### src/design/dllm_pkg.sv
// Package for the doubly linked list manager: link format, operation codes
// and the command/response transaction types.
// No dependencies.
`timescale 1ns / 1ps
`default_nettype none

package dllm_pkg;

	localparam int NODE_W     = 8;
	localparam int NODE_COUNT = 1 << NODE_W;
	localparam int LINK_W     = NODE_W + 1;

	typedef enum logic [2:0] {
		OP_PUSH_FRONT = 3'd0,
		OP_PUSH_BACK  = 3'd1,
		OP_INS_BEFORE = 3'd2,
		OP_INS_AFTER  = 3'd3,
		OP_REM_NEXT   = 3'd4,
		OP_REM_PREV   = 3'd5,
		OP_POP_FRONT  = 3'd6,
		OP_POP_BACK   = 3'd7
	} op_t;

	// a link is either null (all zero) or a valid node index
	typedef struct packed {
		logic              valid;
		logic [NODE_W-1:0] idx;
	} link_t;

	localparam link_t LINK_NULL = '0;

	typedef struct packed {
		op_t               op;
		logic [NODE_W-1:0] node;
		logic              node_present;
		logic [NODE_W-1:0] anchor;
	} cmd_t;

	typedef struct packed {
		logic [NODE_W-1:0] result_node;
		logic              result_present;
		logic [NODE_W-1:0] head_node;
		logic              head_present;
		logic [NODE_W-1:0] tail_node;
		logic              tail_present;
	} rsp_t;

	function automatic link_t mk_link(input logic [NODE_W-1:0] i);
		link_t l;
		l.valid = 1'b1;
		l.idx   = i;
		return l;
	endfunction

endpackage

`default_nettype wire

### src/design/dllm_ram.sv
// Generic single-write, single-read synchronous RAM, read-first, with a
// registered read output. No dependencies.
`timescale 1ns / 1ps
`default_nettype none

module dllm_ram #(
	parameter int DEPTH = 256,
	parameter int WIDTH = 9
) (
	input  wire logic                     clk,
	input  wire logic                     wr_en,
	input  wire logic [$clog2(DEPTH)-1:0] wr_addr,
	input  wire logic [WIDTH-1:0]         wr_data,
	input  wire logic                     rd_en,
	input  wire logic [$clog2(DEPTH)-1:0] rd_addr,
	output logic      [WIDTH-1:0]         rd_data
);

	logic [WIDTH-1:0] mem [DEPTH];

	always_ff @(posedge clk) begin
		if (wr_en) begin
			mem[wr_addr] <= wr_data;
		end
		if (rd_en) begin
			rd_data <= mem[rd_addr];
		end
	end

endmodule

`default_nettype wire

### src/design/doubly_linked_list_manager.sv
// Doubly linked list manager top level: head/tail registers, two link RAMs
// (next and prev) and the two-step read-modify-write sequencer.
// Depends on dllm_pkg and dllm_ram.
//
//   channel | dir | handshake            | payload
//   cmd     | in  | cmd_valid, cmd_stall | cmd_t (op, node, node_present, anchor)
//   rsp     | out | rsp_valid, rsp_stall | rsp_t (result, head, tail)
//
// Each transaction takes two steps: the accept edge reads both link RAMs at one
// node and does the first link writes; the second step does the writes that
// need the read links and loads the response register. The single write port
// of each link RAM is why the writes are split this way. A stalled response
// holds the second step; a new command can be taken while a finished response
// waits. Reset empties the list; the link RAMs are not cleared.
`timescale 1ns / 1ps
`default_nettype none

module doubly_linked_list_manager (
	input  wire logic         clk,
	input  wire logic         arst_n,
	input  wire logic         cmd_valid,
	output logic              cmd_stall,
	input  wire dllm_pkg::cmd_t cmd,
	output logic              rsp_valid,
	input  wire logic         rsp_stall,
	output dllm_pkg::rsp_t    rsp
);

	import dllm_pkg::*;

	typedef enum logic [1:0] {
		ST_ACC = 2'b01,
		ST_EXE = 2'b10
	} state_t;

	state_t state_q;
	link_t  head_q, tail_q;
	logic   rsp_valid_q;
	rsp_t   rsp_q;

	op_t               op_s1;
	logic [NODE_W-1:0] node_s1, anchor_s1, x_s1;
	logic              act_s1;

	logic accept, exe_done;

	// first step (accept edge)
	link_t             me_in, ma_in, end_lnk;
	logic              is_pop_in, act_in;
	logic [NODE_W-1:0] x_in, rd_addr;
	logic              p_wen1, n_wen1;
	logic [NODE_W-1:0] p_wa1, n_wa1;
	link_t             p_wd1, n_wd1;

	// second step
	link_t             p_rd, n_rd, me_s1, x_lnk;
	logic [LINK_W-1:0] p_rdata, n_rdata;
	logic              p_wen2, n_wen2;
	logic [NODE_W-1:0] p_wa2, n_wa2;
	link_t             p_wd2, n_wd2;
	link_t             head_d, tail_d, res_d;
	rsp_t              rsp_d;

	// RAM ports
	logic              p_wen, n_wen;
	logic [NODE_W-1:0] p_wa, n_wa;
	link_t             p_wd, n_wd;

	assign cmd_stall = (state_q != ST_ACC);
	assign accept    = cmd_valid & ~cmd_stall;
	assign exe_done  = (state_q == ST_EXE) & (~rsp_valid_q | ~rsp_stall);
	assign rsp_valid = rsp_valid_q;
	assign rsp       = rsp_q;

	assign me_in     = mk_link(cmd.node);
	assign ma_in     = mk_link(cmd.anchor);
	assign end_lnk   = (cmd.op == OP_POP_FRONT) ? head_q : tail_q;
	assign is_pop_in = (cmd.op == OP_POP_FRONT) || (cmd.op == OP_POP_BACK);
	assign act_in    = is_pop_in ? end_lnk.valid : cmd.node_present;
	assign x_in      = is_pop_in ? end_lnk.idx : cmd.node;
	assign rd_addr   = ((cmd.op == OP_INS_BEFORE) || (cmd.op == OP_INS_AFTER)) ?
		cmd.anchor : x_in;

	// writes that need no read data; a later second-step write to the
	// same entry overrides it
	always_comb begin
		p_wen1 = 1'b0;
		p_wa1  = cmd.node;
		p_wd1  = LINK_NULL;
		n_wen1 = 1'b0;
		n_wa1  = cmd.node;
		n_wd1  = LINK_NULL;
		unique case (cmd.op)
			OP_PUSH_FRONT: begin
				p_wen1 = cmd.node_present & head_q.valid;
				p_wa1  = head_q.idx;
				p_wd1  = me_in;
				n_wen1 = cmd.node_present;
				n_wd1  = head_q;
			end
			OP_PUSH_BACK: begin
				p_wen1 = cmd.node_present;
				p_wd1  = tail_q;
				n_wen1 = cmd.node_present & tail_q.valid;
				n_wa1  = tail_q.idx;
				n_wd1  = me_in;
			end
			OP_INS_BEFORE: begin
				p_wen1 = cmd.node_present;
				p_wa1  = cmd.anchor;
				p_wd1  = me_in;
				n_wen1 = cmd.node_present;
				n_wd1  = ma_in;
			end
			OP_INS_AFTER: begin
				p_wen1 = cmd.node_present;
				p_wd1  = ma_in;
				n_wen1 = cmd.node_present;
				n_wa1  = cmd.anchor;
				n_wd1  = me_in;
			end
			default: begin
				// unlink: clear both links of the removed node
				p_wen1 = act_in;
				p_wa1  = x_in;
				n_wen1 = act_in;
				n_wa1  = x_in;
			end
		endcase
	end

	assign p_rd  = link_t'(p_rdata);
	assign n_rd  = link_t'(n_rdata);
	assign me_s1 = mk_link(node_s1);
	assign x_lnk = mk_link(x_s1);

	always_comb begin
		p_wen2 = 1'b0;
		p_wa2  = node_s1;
		p_wd2  = LINK_NULL;
		n_wen2 = 1'b0;
		n_wa2  = node_s1;
		n_wd2  = LINK_NULL;
		head_d = head_q;
		tail_d = tail_q;
		res_d  = LINK_NULL;
		unique case (op_s1)
			OP_PUSH_FRONT: begin
				if (act_s1) begin
					p_wen2 = 1'b1;
					head_d = me_s1;
					if (!head_q.valid) begin
						tail_d = me_s1;
					end
				end
			end
			OP_PUSH_BACK: begin
				if (act_s1) begin
					n_wen2 = 1'b1;
					tail_d = me_s1;
					if (!tail_q.valid) begin
						head_d = me_s1;
					end
				end
			end
			OP_INS_BEFORE: begin
				if (act_s1) begin
					p_wen2 = (node_s1 != anchor_s1);
					p_wd2  = p_rd;
					n_wen2 = p_rd.valid;
					n_wa2  = p_rd.idx;
					n_wd2  = me_s1;
					if (!p_rd.valid) begin
						head_d = me_s1;
					end
				end
			end
			OP_INS_AFTER: begin
				if (act_s1) begin
					n_wen2 = (node_s1 != anchor_s1);
					n_wd2  = n_rd;
					p_wen2 = n_rd.valid;
					p_wa2  = n_rd.idx;
					p_wd2  = me_s1;
					if (!n_rd.valid) begin
						tail_d = me_s1;
					end
				end
			end
			default: begin
				if (act_s1) begin
					// a neighbour equal to the node itself keeps the cleared link
					p_wen2 = n_rd.valid && (n_rd.idx != x_s1);
					p_wa2  = n_rd.idx;
					p_wd2  = p_rd;
					n_wen2 = p_rd.valid && (p_rd.idx != x_s1);
					n_wa2  = p_rd.idx;
					n_wd2  = n_rd;
					if (head_q == x_lnk) begin
						head_d = n_rd;
					end
					if (tail_q == x_lnk) begin
						tail_d = p_rd;
					end
					if (op_s1 == OP_REM_NEXT) begin
						res_d = n_rd;
					end else if (op_s1 == OP_REM_PREV) begin
						res_d = p_rd;
					end else begin
						res_d = x_lnk;
					end
				end
			end
		endcase
	end

	always_comb begin
		rsp_d.result_node    = res_d.valid ? res_d.idx : '0;
		rsp_d.result_present = res_d.valid;
		rsp_d.head_node      = head_d.valid ? head_d.idx : '0;
		rsp_d.head_present   = head_d.valid;
		rsp_d.tail_node      = tail_d.valid ? tail_d.idx : '0;
		rsp_d.tail_present   = tail_d.valid;
	end

	assign p_wen = accept ? p_wen1 : (exe_done & p_wen2);
	assign n_wen = accept ? n_wen1 : (exe_done & n_wen2);
	assign p_wa  = (state_q == ST_EXE) ? p_wa2 : p_wa1;
	assign n_wa  = (state_q == ST_EXE) ? n_wa2 : n_wa1;
	assign p_wd  = (state_q == ST_EXE) ? p_wd2 : p_wd1;
	assign n_wd  = (state_q == ST_EXE) ? n_wd2 : n_wd1;

	dllm_ram #(
		.DEPTH(NODE_COUNT),
		.WIDTH(LINK_W)
	) u_prev_ram (
		.clk    (clk),
		.wr_en  (p_wen),
		.wr_addr(p_wa),
		.wr_data(p_wd),
		.rd_en  (accept),
		.rd_addr(rd_addr),
		.rd_data(p_rdata)
	);

	dllm_ram #(
		.DEPTH(NODE_COUNT),
		.WIDTH(LINK_W)
	) u_next_ram (
		.clk    (clk),
		.wr_en  (n_wen),
		.wr_addr(n_wa),
		.wr_data(n_wd),
		.rd_en  (accept),
		.rd_addr(rd_addr),
		.rd_data(n_rdata)
	);

	always_ff @(posedge clk or negedge arst_n) begin
		if (!arst_n) begin
			state_q     <= ST_ACC;
			head_q      <= LINK_NULL;
			tail_q      <= LINK_NULL;
			rsp_valid_q <= 1'b0;
		end else begin
			unique case (state_q)
				ST_ACC: begin
					if (accept) begin
						state_q <= ST_EXE;
					end
				end
				ST_EXE: begin
					if (exe_done) begin
						state_q <= ST_ACC;
					end
				end
				default: state_q <= ST_ACC;
			endcase
			if (exe_done) begin
				head_q      <= head_d;
				tail_q      <= tail_d;
				rsp_valid_q <= 1'b1;
			end else if (!rsp_stall) begin
				rsp_valid_q <= 1'b0;
			end
		end
	end

	always_ff @(posedge clk) begin
		if (accept) begin
			op_s1     <= cmd.op;
			node_s1   <= cmd.node;
			anchor_s1 <= cmd.anchor;
			x_s1      <= x_in;
			act_s1    <= act_in;
		end
		if (exe_done) begin
			rsp_q <= rsp_d;
		end
	end

`ifndef ASSERT_OFF
	a_state_onehot: assert property (@(posedge clk) disable iff (!arst_n)
		$onehot(state_q))
		else $error("sequencer state not one-hot");

	a_accept_to_exe: assert property (@(posedge clk) disable iff (!arst_n)
		accept |=> (state_q == ST_EXE))
		else $error("accepted transaction did not enter second step");

	a_done_to_rsp: assert property (@(posedge clk) disable iff (!arst_n)
		exe_done |=> (rsp_valid && (state_q == ST_ACC)))
		else $error("finished transaction did not present a response");

	a_insert_no_result: assert property (@(posedge clk) disable iff (!arst_n)
		(exe_done && ((op_s1 == OP_PUSH_FRONT) || (op_s1 == OP_PUSH_BACK) ||
		(op_s1 == OP_INS_BEFORE) || (op_s1 == OP_INS_AFTER)))
		|=> !rsp.result_present)
		else $error("insert returned a result node");
`endif

endmodule

`default_nettype wire
### config.mk
export PLATFORM = sky130hd
export DESIGN_NAME = doubly_linked_list_manager
export DESIGN_NICKNAME = d
export VERILOG_FILES = /design/src/design/dllm_pkg.sv /design/src/design/dllm_ram.sv /design/src/design/doubly_linked_list_manager.sv
export SDC_FILE = /design/constraint.sdc
export NUM_CORES = 2
export LEC_CHECK = 0
export BUFFER_PORTS_ARGS = -buffer_cell sky130_fd_sc_hd__buf_2
export CAP_MARGIN = 10
export CORE_MARGIN = 10
export CORE_UTILIZATION = 40
export DETAILED_ROUTE_END_ITERATION = 12
export MAX_ROUTING_LAYER = met4
export PLACE_DENSITY = 0.64
export REMOVE_ABC_BUFFERS = 1
export SLEW_MARGIN = 20
export SYNTH_ARGS = -nofsm -noshare
export SYNTH_HDL_FRONTEND = slang
export SYNTH_HIERARCHICAL = 1
export SYNTH_MEMORY_MAX_BITS = 65536
export SYNTH_SLANG_ARGS = --single-unit
### constraint.sdc
create_clock -name clk -period 14.1 [get_ports clk]
set_clock_uncertainty 0.15 [all_clocks]
set_input_delay 2.82 -clock clk [delete_from_list [all_inputs] [get_ports clk]]
set_output_delay 2.82 -clock clk [all_outputs]
set_load 0.05 [all_outputs]
==> results.yml <==
sta:
  period_needed_ns: 8.57
  min_period_over_period: 0.608
  slew_violations: 0
  relSlewSlack: 0.198
  tightest_slew_ns: 1.20
  setup_viol: 0
  max_freq_ghz: 0.117
  setup_tns_ns: 0
  hold_violations: 0
  grt_setup_unrepaired: "no"
layout:
  area_growth_syn_to_layout_pct: 11.4
  final_core_util: 0.447
  mostFrequentLayoutCells: "edfxtp_1 (4681), mux4_2 (934), nor2_1 (598), clkbuf_16 (451), mux2i_1 (407)"
  final_common_cell: "edfxtp_1"
  drive_gt1_frac: 0.206
  nets: 9188
power:
  p_clk_frac: 0.380
  p_leak_nw: 63.1
  peakVddDrop_v: 0.000132
  seqPwrFrac: 0.519
  p_switching_mw: 7.29
  p_comb_frac: 0.101
  p_int_mw: 23.1
  switching_share: 0.240
  power_density_nw_per_um2: 148
floorplanning:
  io_pins: 53
  die_y_um: 699
  core_area_um2: 459000
  die_area_um2: 488000
  die-width_um: 699
  rows: 249
  start_util: 0.401
clocking:
  cts_sinks: 4702
  path_clk_slew_ns: 0.06
  cts_tree: "built"
  cts_max_level: 5
  cts_resized: 0
  cts_setup_buffers: 0
  root_buffer: "clkbuf_16"
  clk_path_buf_depth: 4
  insertion_delay_ns: 1.00
  hold_buffers: 0
  numCtsBuffers: 444
critical_path:
  endpoint_kind: "flop"
  rrSetupSlack_ns: 7.83
  critical_path_peak_fanout: 64
  regToRegEndpoint: "u_prev_ram/rd_data[1]$_DFFE_PP_"
  cp-endpoint: "u_prev_ram/rd_data[1]$_DFFE_PP_"
  path_cells: "buf_2 -> nand2_1 -> o21ai_0 -> mux2_8 -> buf_4 -> buf_4 -> mux4_2 -> a22oi_1 -> a21oi_1 -> nor4_1 -> nor4_1"
  arrival_ns: 9.12
  reg2regPathDepth: 10
  cp_slowest_cell: "nor4_1"
  max_stage_delay_ns: 1.03
  startpoint: "cmd[18]"
  r2r-start: "head_q[0]$_DFFE_PN0P_"
  path_class: "in -> reg"
  critPathLaunchType: "input port"
  cp.required_ns: 14.65
detailed_routing:
  post_drt_wl_per_cell_um: 30.7
  firstDrtPassIters: 8
  wl_um: 481000
  viasPerCell: 5.98
  drc: 0
  vias: 93900
  route.antenna.remaining_nets: 0
  drtIter0Drc: 14000
yosys:
  synth_area_um2: 184000
  syn_avg_cell_area_um2: 20.4
  netlist_instances: 9045
  ys_warn_count: 6
  synth-seq-area-share: 0.766
  ys_ff_latch: 4702
  synth_edf_count: 4681
  synth_cell_type_count: 79
  ys.flop_type: "edfxtp_1"
  async_flop_share: 0.00447
grt:
  grt_pass1_wl_um: 690000
  grt_antenna_before_repair: 39
  overflow: 0
  grtUsageTotal: 0.196
  grt_max_degree: 257
  grt_pass1_vias: 92500
placement:
  dp_hpwl_um: 290000
  routabilityCongestion: 0.893
  port_buffers: 52
run_status:
  status: "complete, no violations"
worst_hold_path:
  worst_hold_path_type: "reg -> reg"
job:
  drv_cap: 0
worst max-delay path, delay by kind of cell:
| family | cells | cell delay, ns |
|---|---|---|
| buffers and inverters | 3 | 2.17 |
| and+or+nand+nor | 3 | 1.66 |
| muxes | 2 | 1.37 |
| AOI/OAI and AO/OA | 3 | 0.95 |
worst min-delay path by stage:
stage / start / endpoint / slack, ns / cells past startpoint
6_report: state_q[1]$_DFFE_PN0P_ / rsp_valid$_DFFE_PN0P_ / 0.39 / 2
5_1_grt: state_q[1]$_DFFE_PN0P_ / rsp_valid$_DFFE_PN0P_ / 0.44 / 2
4_1_cts: state_q[1]$_DFFE_PN0P_ / rsp_valid$_DFFE_PN0P_ / 0.39 / 2
3_5_place_dp: state_q[1]$_DFFE_PN0P_ / rsp_valid$_DFFE_PN0P_ / 0.39 / 2
3_3_place_gp: state_q[1]$_DFFE_PN0P_ / rsp_valid$_DFFE_PN0P_ / 0.37 / 2
2_1_floorplan: tail_q[0]$_DFFE_PN0P_ / tail_q[0]$_DFFE_PN0P_ / 0.40 / 2
stage by stage:
stage	hold slack, ns	area (µm²)	worst slack [ns]	cells	total power [mW]
6_report	0.386	205000	5.53	15700	30.4
5_1_grt	0.442	205000	5.18	15700	31.3
4_1_cts	0.393	205000	5.61	15700	30.5
3_5_place_dp	0.387	191000	4.54	14900	19.1
3_3_place_gp	0.367	191000	4.66	14900	19.0
2_1_floorplan	0.402	181000	-21.06	8471	19.6
state kept, by name, summed over array words and instances, names as in the netlist:
register / flops
state_q: 2
u_next_ram/rd_data: 9
node_s1: 8
head_q: 9
rsp: 27
act_s1: 1
x_s1: 8
u_next_ram/mem: 2304
op_s1: 3
rsp_valid: 1
u_prev_ram/rd_data: 9
u_prev_ram/mem: 2304
tail_q: 9
anchor_s1: 8
per-layer routing:
metal,global-route usage,part of all wire
met3,0.0358,0.10
met4,0.0563,0.033
met5,-,0
met2,0.302,0.47
met1,0.269,0.39
cells by family (layout without fill, tap and decap cells):
| kind of cell | Yosys count | count (layout) | synth area share |
|---|---|---|---|
| multiplexers | 1412 | 1412 | 0.142 |
| AND/OR/NAND/NOR | 1149 | 1149 | 0.0283 |
| flip-flops | 4702 | 4702 | 0.766 |
| buffers and inverters | 594 | 1072 | 0.0187 |
| AO/OA/AOI/OAI | 1147 | 1147 | 0.0430 |
| XOR/XNOR | 41 | 41 | 0.00195 |
| other | 0 | 25 | 0 |
cells in the mapped netlist, types with 10 or more instances:
cell type / n / area (µm²)
a32oi_1: 16 / 140
and3_1: 10 / 62.6
mux2i_1: 407 / 4070
buf_8: 24 / 360
a22oi_1: 363 / 2730
a221oi_1: 24 / 210
o211ai_1: 23 / 173
o31a_1: 17 / 149
nand2b_1: 24 / 150
nand3_1: 70 / 350
buf_1: 34 / 128
a22o_1: 18 / 158
nor3_1: 45 / 225
dfrtp_1: 20 / 500
mux4_1: 18 / 473
buf_4: 56 / 420
nor4_1: 58 / 363
inv_1: 18 / 67.6
xor2_1: 18 / 158
o21ai_1: 11 / 55.1
o22ai_1: 131 / 820
nand3b_1: 15 / 113
nor2_1: 639 / 2400
a31oi_1: 23 / 144
xnor2_1: 23 / 201
buf_2: 123 / 616
o221ai_1: 72 / 631
mux4_2: 934 / 21000
a211oi_1: 64 / 480
nand4_1: 29 / 181
nand2_1: 138 / 518
a21oi_1: 215 / 1080
buf_6: 55 / 619
edfxtp_1: 4681 / 141000
o21ai_0: 107 / 536
mux2_2: 53 / 597
nor2b_1: 63 / 394
clkbuf_1: 271 / 1020
buf_12: 10 / 200
layout make-up:
type,instances,area (µm²)
Fill cell,38400,254000
Sequential cell,4702,141000
Multi-Input combinational cell,3749,40300
Clock buffer,547,11700
Tap cell,6149,7690
Clock inverter,258,2250
Timing Repair Buffer,247,2130
Inverter,20,75.1
Antenna cell,25,62.6
power by group through the flow:
stage / registers [mW] / clock network (mW) / logic (mW)
final: 15.8 / 11.6 / 3.07
after global routing: 15.8 / 12.3 / 3.21
after CTS: 15.8 / 11.7 / 3.04
after detailed placement: 16.1 / 0 / 3.03
after global placement: 16.1 / 0 / 2.97
after floorplan: 16.3 / 0 / 3.25
No activity file was read; power rests on OpenSTA's default activity.
